## config.mk

```make
export PLATFORM = sky130hd
export DESIGN_NAME = multi_mode_pid_controller_top
export DESIGN_NICKNAME = d
export VERILOG_FILES = /design/src/rtl/mmpid_pkg.sv /design/src/rtl/mmpid_cfg.sv /design/src/rtl/mmpid_front.sv /design/src/rtl/mmpid_mac.sv /design/src/rtl/multi_mode_pid_controller_top.sv
export VERILOG_INCLUDE_DIRS = /design/src /design/src/rtl
export SDC_FILE = /design/constraint.sdc
export NUM_CORES = 2
export LEC_CHECK = 0
export BUFFER_PORTS_ARGS = -buffer_cell sky130_fd_sc_hd__buf_2
export CAP_MARGIN = 20
export CORE_MARGIN = 2
export CORE_UTILIZATION = 40
export CTS_BUF_LIST = sky130_fd_sc_hd__clkbuf_16
export CTS_CLUSTER_DIAMETER = 100
export DETAILED_ROUTE_END_ITERATION = 16
export PLACE_DENSITY = 0.59
export SYNTH_ARGS = -nofsm -noshare
export SYNTH_HDL_FRONTEND = slang
export SYNTH_SLANG_ARGS = --single-unit
```

## constraint.sdc

```tcl
create_clock -name clk -period 28.5 [get_ports clk]
set_input_delay 4.275 -clock clk [delete_from_list [all_inputs] [get_ports clk]]
set_output_delay 4.275 -clock clk [all_outputs]
set_load 0.02 [all_outputs]
```

## src/rtl/multi_mode_pid_controller_top_macros.svh

```systemverilog
// Assertion macros for the multi-mode PID controller.
// Used by the top level only; expects clk and rst_n in scope.
`ifndef MULTI_MODE_PID_CONTROLLER_TOP_MACROS_SVH
`define MULTI_MODE_PID_CONTROLLER_TOP_MACROS_SVH

// Consequent must hold in the same cycle as the antecedent.
`define MMPID_ASSERT_SAME(lbl, ante, cons, msg) \
  lbl: assert property (@(posedge clk) disable iff (!rst_n) (ante) |-> (cons)) \
    else $error(msg);

// Consequent must hold in the cycle after the antecedent.
`define MMPID_ASSERT_NEXT(lbl, ante, cons, msg) \
  lbl: assert property (@(posedge clk) disable iff (!rst_n) (ante) |=> (cons)) \
    else $error(msg);

`endif

```

## src/rtl/mmpid_pkg.sv

```systemverilog
// Shared types and constants of the multi-mode PID controller.
// No dependencies; used by every module of the block.
`default_nettype none

package mmpid_pkg;

  // Field and register widths.
  localparam int unsigned SampleW  = 16;
  localparam int unsigned ErrW     = 17;
  localparam int unsigned SumW     = 32;
  localparam int unsigned GainW    = 16;
  localparam int unsigned DLimW    = 15;
  localparam int unsigned ILimW    = 31;
  localparam int unsigned ModeW    = 3;
  localparam int unsigned CfgAddrW = 3;
  localparam int unsigned CfgDataW = 31;
  localparam int unsigned FracBits = 8;

  // Operand widths fed to the multipliers.
  localparam int unsigned OpPW = 18;
  localparam int unsigned OpIW = 32;
  localparam int unsigned OpDW = 19;

  // Configuration register indexes.
  localparam logic [CfgAddrW-1:0] REG_GAIN_P     = 3'd0;
  localparam logic [CfgAddrW-1:0] REG_GAIN_I     = 3'd1;
  localparam logic [CfgAddrW-1:0] REG_GAIN_D     = 3'd2;
  localparam logic [CfgAddrW-1:0] REG_DRIVE_LIM  = 3'd3;
  localparam logic [CfgAddrW-1:0] REG_INTEG_LIM  = 3'd4;
  localparam logic [CfgAddrW-1:0] REG_LOOP_MODE  = 3'd5;

  // Loop modes; the remaining codes behave as incremental.
  typedef enum logic [ModeW-1:0] {
    MODE_INC      = 3'd0,
    MODE_POS      = 3'd1,
    MODE_TRAP_INC = 3'd2,
    MODE_TRAP_POS = 3'd3,
    MODE_RATE     = 3'd4
  } mode_t;

  typedef struct packed {
    logic signed [GainW-1:0] gain_p;
    logic signed [GainW-1:0] gain_i;
    logic signed [GainW-1:0] gain_d;
    logic [DLimW-1:0]        drive_limit;
    logic [ILimW-1:0]        integral_limit;
    logic [ModeW-1:0]        loop_mode;
  } cfg_t;

  typedef struct packed {
    logic signed [OpPW-1:0] op_p;
    logic signed [OpIW-1:0] op_i;
    logic signed [OpDW-1:0] op_d;
  } ops_t;

endpackage

`default_nettype wire

```

## src/rtl/mmpid_cfg.sv

```systemverilog
// Configuration register file of the multi-mode PID controller.
// Depends on mmpid_pkg.
`default_nettype none

module mmpid_cfg (
  input  logic                           clk,
  input  logic                           rst_n,
  input  logic                           cfg_we,
  input  logic [mmpid_pkg::CfgAddrW-1:0] cfg_addr,
  input  logic [mmpid_pkg::CfgDataW-1:0] cfg_wdata,
  output mmpid_pkg::cfg_t                cfg_r
);
  import mmpid_pkg::*;

  cfg_t cfg_nxt;

  // Decode the write; unknown indexes leave everything as it is.
  always_comb begin
    cfg_nxt = cfg_r;
    if (cfg_we) begin
      case (cfg_addr)
        REG_GAIN_P:    cfg_nxt.gain_p         = cfg_wdata[GainW-1:0];
        REG_GAIN_I:    cfg_nxt.gain_i         = cfg_wdata[GainW-1:0];
        REG_GAIN_D:    cfg_nxt.gain_d         = cfg_wdata[GainW-1:0];
        REG_DRIVE_LIM: cfg_nxt.drive_limit    = cfg_wdata[DLimW-1:0];
        REG_INTEG_LIM: cfg_nxt.integral_limit = cfg_wdata[ILimW-1:0];
        REG_LOOP_MODE: cfg_nxt.loop_mode      = cfg_wdata[ModeW-1:0];
        default:       cfg_nxt = cfg_r;
      endcase
    end
  end

  always_ff @(posedge clk) begin
    if (!rst_n) begin
      cfg_r.gain_p         <= '0;
      cfg_r.gain_i         <= '0;
      cfg_r.gain_d         <= '0;
      cfg_r.drive_limit    <= '1;
      cfg_r.integral_limit <= '1;
      cfg_r.loop_mode      <= MODE_INC;
    end else begin
      cfg_r <= cfg_nxt;
    end
  end

endmodule

`default_nettype wire

```

## src/rtl/mmpid_front.sv

```systemverilog
// Error stage: forms the error, keeps the error history and accumulator,
// and selects the three multiplier operands. Depends on mmpid_pkg.
`default_nettype none

module mmpid_front (
  input  logic                          clk,
  input  logic                          rst_n,
  input  logic                          ld,
  input  logic [mmpid_pkg::SampleW-1:0] setpoint,
  input  logic [mmpid_pkg::SampleW-1:0] measurement,
  input  logic [mmpid_pkg::SampleW-1:0] rate,
  input  mmpid_pkg::cfg_t               cfg,
  output mmpid_pkg::ops_t               ops
);
  import mmpid_pkg::*;

  logic signed [ErrW-1:0]  err_prev_r, err_prev_nxt;
  logic signed [ErrW-1:0]  err_prev2_r, err_prev2_nxt;
  logic signed [SumW-1:0]  err_sum_r, err_sum_nxt;

  logic signed [ErrW-1:0]  e0;
  logic signed [ErrW-1:0]  rt;
  logic signed [ErrW:0]    d01;
  logic signed [ErrW:0]    pair_sum;
  logic signed [ErrW-1:0]  half;
  logic signed [ErrW+1:0]  d2;
  logic signed [ErrW-1:0]  incr;
  logic                    upd;
  logic                    shift_hist;
  logic signed [SumW:0]    sum_raw;
  logic signed [SumW:0]    lim_pos;
  logic signed [SumW:0]    lim_neg;
  logic signed [SumW-1:0]  sum_clamped;

  // Error terms from the current sample and the history.
  always_comb begin
    e0       = $signed({setpoint[SampleW-1], setpoint})
             - $signed({measurement[SampleW-1], measurement});
    rt       = $signed({rate[SampleW-1], rate});
    d01      = $signed({e0[ErrW-1], e0}) - $signed({err_prev_r[ErrW-1], err_prev_r});
    pair_sum = $signed({e0[ErrW-1], e0}) + $signed({err_prev_r[ErrW-1], err_prev_r});
    half     = pair_sum[ErrW:1];
    d2       = $signed({{2{e0[ErrW-1]}}, e0})
             - $signed({err_prev_r[ErrW-1], err_prev_r, 1'b0})
             + $signed({{2{err_prev2_r[ErrW-1]}}, err_prev2_r});
  end

  // Accumulator increment and clamp.
  always_comb begin
    incr       = '0;
    upd        = 1'b0;
    shift_hist = 1'b1;
    case (cfg.loop_mode)
      MODE_POS: begin
        incr = e0;
        upd  = 1'b1;
      end
      MODE_TRAP_POS: begin
        incr = half;
        upd  = 1'b1;
      end
      MODE_RATE: begin
        incr       = rt;
        upd        = (cfg.gain_i != '0);
        shift_hist = 1'b0;
      end
      default: begin
        incr = '0;
        upd  = 1'b0;
      end
    endcase

    sum_raw = $signed({err_sum_r[SumW-1], err_sum_r})
            + $signed({{(SumW-ErrW+1){incr[ErrW-1]}}, incr});
    lim_pos = $signed({2'b00, cfg.integral_limit});
    lim_neg = -lim_pos;
    if (sum_raw > lim_pos) begin
      sum_clamped = lim_pos[SumW-1:0];
    end else if (sum_raw < lim_neg) begin
      sum_clamped = lim_neg[SumW-1:0];
    end else begin
      sum_clamped = sum_raw[SumW-1:0];
    end

    err_sum_nxt   = upd ? sum_clamped : err_sum_r;
    err_prev_nxt  = shift_hist ? e0 : err_prev_r;
    err_prev2_nxt = shift_hist ? err_prev_r : err_prev2_r;
  end

  // Operand selection per mode.
  always_comb begin
    case (cfg.loop_mode)
      MODE_POS, MODE_TRAP_POS: begin
        ops.op_p = $signed({e0[ErrW-1], e0});
        ops.op_i = err_sum_nxt;
        ops.op_d = $signed({d01[ErrW], d01});
      end
      MODE_RATE: begin
        ops.op_p = $signed({e0[ErrW-1], e0});
        ops.op_i = err_sum_nxt;
        ops.op_d = -$signed({{2{rt[ErrW-1]}}, rt});
      end
      MODE_TRAP_INC: begin
        ops.op_p = d01;
        ops.op_i = $signed({{(SumW-ErrW){half[ErrW-1]}}, half});
        ops.op_d = d2;
      end
      default: begin
        ops.op_p = d01;
        ops.op_i = $signed({{(SumW-ErrW){e0[ErrW-1]}}, e0});
        ops.op_d = d2;
      end
    endcase
  end

  // History and accumulator move once per item.
  always_ff @(posedge clk) begin
    if (!rst_n) begin
      err_prev_r  <= '0;
      err_prev2_r <= '0;
      err_sum_r   <= '0;
    end else if (ld) begin
      err_prev_r  <= err_prev_nxt;
      err_prev2_r <= err_prev2_nxt;
      err_sum_r   <= err_sum_nxt;
    end
  end

endmodule

`default_nettype wire

```

## src/rtl/mmpid_mac.sv

```systemverilog
// Multiply and output stage: three gain products, then sum, floor shift
// and drive saturation into the result register. Depends on mmpid_pkg.
`default_nettype none

module mmpid_mac (
  input  logic                          clk,
  input  logic                          ld,
  input  mmpid_pkg::ops_t               ops,
  input  mmpid_pkg::cfg_t               cfg,
  output logic [mmpid_pkg::SampleW-1:0] drive_r
);
  import mmpid_pkg::*;

  localparam int unsigned PPW = GainW + OpPW;
  localparam int unsigned PIW = GainW + OpIW;
  localparam int unsigned PDW = GainW + OpDW;
  localparam int unsigned AccW = PIW + 2;
  localparam int unsigned ShW  = AccW - FracBits;

  logic signed [PPW-1:0] prod_p;
  logic signed [PIW-1:0] prod_i;
  logic signed [PDW-1:0] prod_d;
  logic [SampleW-1:0]    drive_nxt;

  logic signed [AccW-1:0] acc;
  logic signed [ShW-1:0]  acc_sh;
  logic signed [ShW-1:0]  lim_pos;
  logic signed [ShW-1:0]  lim_neg;
  logic signed [ShW-1:0]  sat;

  // Gain products.
  always_comb begin
    prod_p = cfg.gain_p * ops.op_p;
    prod_i = cfg.gain_i * ops.op_i;
    prod_d = cfg.gain_d * ops.op_d;
  end

  // Exact sum, floor by the fraction bits, then saturate.
  always_comb begin
    acc = $signed({{(AccW-PPW){prod_p[PPW-1]}}, prod_p})
        + $signed({{(AccW-PIW){prod_i[PIW-1]}}, prod_i})
        + $signed({{(AccW-PDW){prod_d[PDW-1]}}, prod_d});
    acc_sh  = acc[AccW-1:FracBits];
    lim_pos = $signed({{(ShW-DLimW){1'b0}}, cfg.drive_limit});
    lim_neg = -lim_pos;
    if (acc_sh > lim_pos) begin
      sat = lim_pos;
    end else if (acc_sh < lim_neg) begin
      sat = lim_neg;
    end else begin
      sat = acc_sh;
    end
    drive_nxt = sat[SampleW-1:0];
  end

  always_ff @(posedge clk) begin
    if (ld) begin
      drive_r <= drive_nxt;
    end
  end

endmodule

`default_nettype wire

```

## src/rtl/multi_mode_pid_controller_top.sv

```systemverilog
// Multi-mode PID controller, top level: input register, configuration, error
// stage and multiply/output stage. Depends on mmpid_pkg.
// An accepted item waits in the input register until the result register is free,
// then loads; out_tvalid rises in the cycle after the load. Throughput: one item
// per cycle while out_tready is high; in_tready is low only while both are full.
// Reset (synchronous) clears the valids, the history and the accumulator.
`default_nettype none

module multi_mode_pid_controller_top (
  input  logic                           clk,
  input  logic                           rst_n,
  // Configuration write port.
  input  logic                           cfg_we,
  input  logic [mmpid_pkg::CfgAddrW-1:0] cfg_addr,
  input  logic [mmpid_pkg::CfgDataW-1:0] cfg_wdata,
  // Input channel.
  input  logic                           in_tvalid,
  output logic                           in_tready,
  input  logic [47:0]                    in_tdata,  // setpoint, measurement, rate
  // Result channel.
  output logic                           out_tvalid,
  input  logic                           out_tready,
  output logic [15:0]                    out_tdata  // drive
);
  import mmpid_pkg::*;

  `include "multi_mode_pid_controller_top_macros.svh"

  cfg_t cfg;
  ops_t ops;

  logic [SampleW-1:0] sp_r, ms_r, rt_r;
  logic s0_valid_r, s0_valid_nxt;
  logic out_valid_r, out_valid_nxt;
  logic in_acc, ld;

  // The input register moves into the result register when that one is free.
  always_comb begin
    ld        = s0_valid_r && (!out_valid_r || out_tready);
    in_tready = !s0_valid_r || ld;
    in_acc    = in_tvalid && in_tready;

    s0_valid_nxt  = in_acc ? 1'b1 : (ld ? 1'b0 : s0_valid_r);
    out_valid_nxt = ld ? 1'b1 : (out_tready ? 1'b0 : out_valid_r);
  end

  always_ff @(posedge clk) begin
    if (!rst_n) begin
      s0_valid_r  <= 1'b0;
      out_valid_r <= 1'b0;
    end else begin
      s0_valid_r  <= s0_valid_nxt;
      out_valid_r <= out_valid_nxt;
    end
  end

  // Input register.
  always_ff @(posedge clk) begin
    if (in_acc) begin
      sp_r <= in_tdata[15:0];
      ms_r <= in_tdata[31:16];
      rt_r <= in_tdata[47:32];
    end
  end

  mmpid_cfg u_cfg (
    .clk       (clk),
    .rst_n     (rst_n),
    .cfg_we    (cfg_we),
    .cfg_addr  (cfg_addr),
    .cfg_wdata (cfg_wdata),
    .cfg_r     (cfg)
  );

  mmpid_front u_front (
    .clk         (clk),
    .rst_n       (rst_n),
    .ld          (ld),
    .setpoint    (sp_r),
    .measurement (ms_r),
    .rate        (rt_r),
    .cfg         (cfg),
    .ops         (ops)
  );

  mmpid_mac u_mac (
    .clk     (clk),
    .ld      (ld),
    .ops     (ops),
    .cfg     (cfg),
    .drive_r (out_tdata)
  );

  assign out_tvalid = out_valid_r;

  // Stage control checks.
  `MMPID_ASSERT_NEXT(a_in_captured, in_acc, s0_valid_r, "accepted item not held in input stage")
  `MMPID_ASSERT_SAME(a_ready_when_empty, !s0_valid_r, in_tready, "input stage empty but not ready")
  `MMPID_ASSERT_NEXT(a_out_loaded, ld, out_tvalid, "result load did not raise out_tvalid")
  `MMPID_ASSERT_NEXT(a_hold, out_tvalid && !out_tready, $stable(out_tdata), "result not held")

endmodule

`default_nettype wire

```

==> flow_summary.toml <==
[global_route]
overall_track_demand_over_capacity_in_global_routing_pct = 24.8
overflow = 0
grt_first_pass_wirelength_um = 300000
pin_count_of_the_biggest_net_entering_global_routing = 86
antenna_found_initial = 14
grt_pass1_vias = 50200

[sta]
layout_worst_path_cycle_share_pct = 79.9
final.setup.tns_ns = 0
maxSlewViolCount = 0
max-slew-margin-rel_pct = 27.0
post-route-min-period_ns = 22.76
worstMarginPinSlew_ns = 1.09
grt_setup_unrepaired = "no"
fin_skew_ns = 0.0411
timing_hold_violations_final = 0
finalSetupViolations = 0
max_freq_mhz = 43.9
hold_ws_ns = 0.467

[clock_network]
htreeDepth = 2
worst_skew_pair.late_latency_ns = 0.60
postCtsResizedCells = 0
post-cts-setup-buffers = 0
clkSlewWorstSetupHoldPaths_ns = 0.05
cts_hold_repair.buffers = 0
clock_tree.root_cell = "sky130_fd_sc_hd__clkbuf_16"
tritoncts = "yes"
cts_made_buffers = 35
cts.sinks = 229
ctsLongestPathBuffers = 3

[power]
power-per-cell-area_nw_per_um2 = 56.9
power.leakage_uw = 0.0321
max-vdd-ir-drop_mv = 0.0649

[floorplanning]
core_area_um2 = 152000
fp.dieH_um = 396
fp-row-count = 143
floorplan.io_pins = 105
die_area_um2 = 157000
start_util_pct = 40.4
die_outline_width_um = 396

[logic_synthesis]
netlist_area_um2 = 61400
synth-async-reset-ratio_pct = 0
synthDistinctLibCells = 99
yosysSeqAreaShare_pct = 8.51
yosysWarnings = 0
flip_flop_cell_with_the_highest_count_after_synthesis = "sky130_fd_sc_hd__dfxtp_1"
synthesis.instances = 6887
postSynthNetCount = 8745
synth-edff-count = 64
synth.ff_latch_count = 229
post_synth.cell_area_avg_um2 = 8.91

[placed_design]
final_weighted_congestion_in_routability_driven_placement = 0.929
port_buffers = 104
final_hpwl_dp_um = 162000

[finish]
nFillCells = 15100
most-common-layout-cells = "1,428 x sky130_fd_sc_hd__inv_1, 1,323 x sky130_fd_sc_hd__fa_1, 1,100 x sky130_fd_sc_hd__nand2_1"
num-nets-final = 8678
syn_to_final_growth_pct = 6.13
share_of_cells_above_drive_strength_1_pct = 5.04
mostFrequentLayoutCell = "sky130_fd_sc_hd__inv_1"

[critical_path]
critPathCaptureType = "register"
worst-r2r-setup-slack_ns = 5.74
cpLargestDelayFamily = "adder cells"
crit_path_max_incr_delay_ns = 0.67
worst_path_most_repeated_cell = "sky130_fd_sc_hd__fa_1"
timing_worst_setup_path_type = "reg2reg"
critical_path.reg2reg.endpoint = "u_mac.drive_r[7]"
cp_num_buf_inv = 12
worst_r2r_path_depth = 85
r2r_start = "ms_r[0]"
timing.critical_path.depth = 85
cp_data_arrival_time_ns = 23.11
critPathMaxFanout = 65
worst_ep_required_time_ns = 28.85
startpoint_type = "register"
crit_path_top_delay_cell = "sky130_fd_sc_hd__o21a_1"
critical_path_origin = "ms_r[0]"
endpoint = "u_mac.drive_r[7]"

[hold_path]
hp-start = "u_cfg.cfg_r[54]"
holdCritPathClass = "reg2reg"

[run]
timing.max_cap.violations = 0

[routing]
wl_um = 189000
remaining_drc_errors = 0
drt.antenna.violating_nets = 0
vias = 47000
dr.first_iter.drc_count = 3395
drt_pre_antenna_iters = 8
post_drt_via_cell_ratio = 5.30
wire_per_inst_um = 21.3

[run_status]
run_status = "finished clean"
[metal layers]
layer	share of wire (%)	up-vias	track usage (%)
met4	2.9	6	6.67
met3	7.8	287	4.54
met2	45	1552	38.9
li1	-	21100	-
met1	45	24100	35.3
met5	0.018	-	0
[worst min path at each step]
stage | end | cells past startpoint
final | u_cfg.cfg_r[54] | 2
after global routing | u_cfg.cfg_r[54] | 2
after global placement | u_cfg.cfg_r[54] | 2
after detailed placement | u_cfg.cfg_r[54] | 2
after floorplan | u_front.err_prev2_r[0] | 2
after CTS | u_cfg.cfg_r[54] | 2
[cells in the mapped netlist, types with 25 or more instances]
cell / count / share of area (%)
sky130_fd_sc_hd__a21boi_0: 91 / 1.1
sky130_fd_sc_hd__dfxtp_1: 165 / 5.4
sky130_fd_sc_hd__ha_1: 448 / 9.1
sky130_fd_sc_hd__buf_1: 29 / 0.18
sky130_fd_sc_hd__nor2_1: 226 / 1.4
sky130_fd_sc_hd__nand2b_1: 47 / 0.48
sky130_fd_sc_hd__o21a_1: 34 / 0.42
sky130_fd_sc_hd__or2_2: 25 / 0.25
sky130_fd_sc_hd__xor2_1: 49 / 0.70
sky130_fd_sc_hd__buf_2: 34 / 0.28
sky130_fd_sc_hd__a21o_1: 61 / 0.75
sky130_fd_sc_hd__o21ai_0: 141 / 1.1
sky130_fd_sc_hd__fa_1: 1323 / 43
sky130_fd_sc_hd__nor3_1: 74 / 0.60
sky130_fd_sc_hd__nand4_1: 37 / 0.38
sky130_fd_sc_hd__xnor2_1: 120 / 1.7
sky130_fd_sc_hd__a21oi_1: 176 / 1.4
sky130_fd_sc_hd__nand3_1: 87 / 0.71
sky130_fd_sc_hd__and2_1: 337 / 3.4
sky130_fd_sc_hd__nand2_1: 1100 / 6.7
sky130_fd_sc_hd__nor4_1: 26 / 0.26
sky130_fd_sc_hd__o211ai_1: 54 / 0.66
sky130_fd_sc_hd__edfxtp_1: 64 / 3.1
sky130_fd_sc_hd__or3_1: 28 / 0.29
sky130_fd_sc_hd__mux2i_1: 30 / 0.49
sky130_fd_sc_hd__inv_1: 1422 / 8.7
sky130_fd_sc_hd__clkbuf_1: 231 / 1.4
sky130_fd_sc_hd__nor2b_1: 60 / 0.61
[flip-flops by register name, summed over array words and instances (netlist names)]
register             flops
s0_valid_r               1
out_tvalid               1
u_mac.drive_r           16
sp_r                    16
u_cfg.cfg_r             97
u_front.err_sum_r       32
u_front.err_prev2_r     17
ms_r                    16
u_front.err_prev_r      17
rt_r                    16
[worst reg2reg max path: cells and delay by family, from the launching register on]
family | cells | cell delay (ns)
simple gates | 20 | 3.69
flops | 1 | 0.38
compound gates | 31 | 7.35
xor+xnor | 3 | 0.78
fa+ha+maj | 17 | 7.49
mux | 2 | 0.85
buf+inv | 12 | 2.02
[layout make-up]
| cell class | instances | area, µm² | area share [%] |
|---|---|---|---|
| Tap cell | 2030 | 2540 | 3.90 |
| Antenna cell | 1 | 2.50 | 0.00384 |
| Inverter | 1427 | 5360 | 8.22 |
| Sequential cell | 229 | 5230 | 8.02 |
| Clock inverter | 25 | 219 | 0.336 |
| Multi-Input combinational cell | 4925 | 49600 | 76.2 |
| Timing Repair Buffer | 202 | 1320 | 2.02 |
| Clock buffer | 35 | 876 | 1.34 |
[power breakdown]
group	leakage, µW	total (µW)	switching (µW)	internal (µW)
Combinational	0.0296	2890	1900	985
Clock	0.000555	432	187	245
Sequential	0.00195	393	21.7	371
[logic make-up after synthesis]
group / share of synthesized area (%)
AO/OA/AOI/OAI: 9.40
XOR/XNOR: 2.41
adder cells (fa/ha/maj): 52.3
buffers and inverters: 10.8
flip-flops: 8.51
multiplexers: 0.677
AND/OR/NAND/NOR: 15.9
[metrics by stage]
step / utilization [%] / cells / setup WS (ns) / area, µm² / power, µW
floorplan: - / 6887 / 9.19 / 61400 / 2230
global placement: 42.1 / 8809 / 5.34 / 64000 / 3210
detailed placement: 42.1 / 8809 / 5.05 / 64000 / 3210
CTS: 42.8 / 8869 / 4.87 / 65100 / 3700
global route: 42.8 / 8873 / 4.35 / 65200 / 4030
finish: 42.8 / 8874 / 5.74 / 65200 / 3710
(Power assumes the default switching activity.)
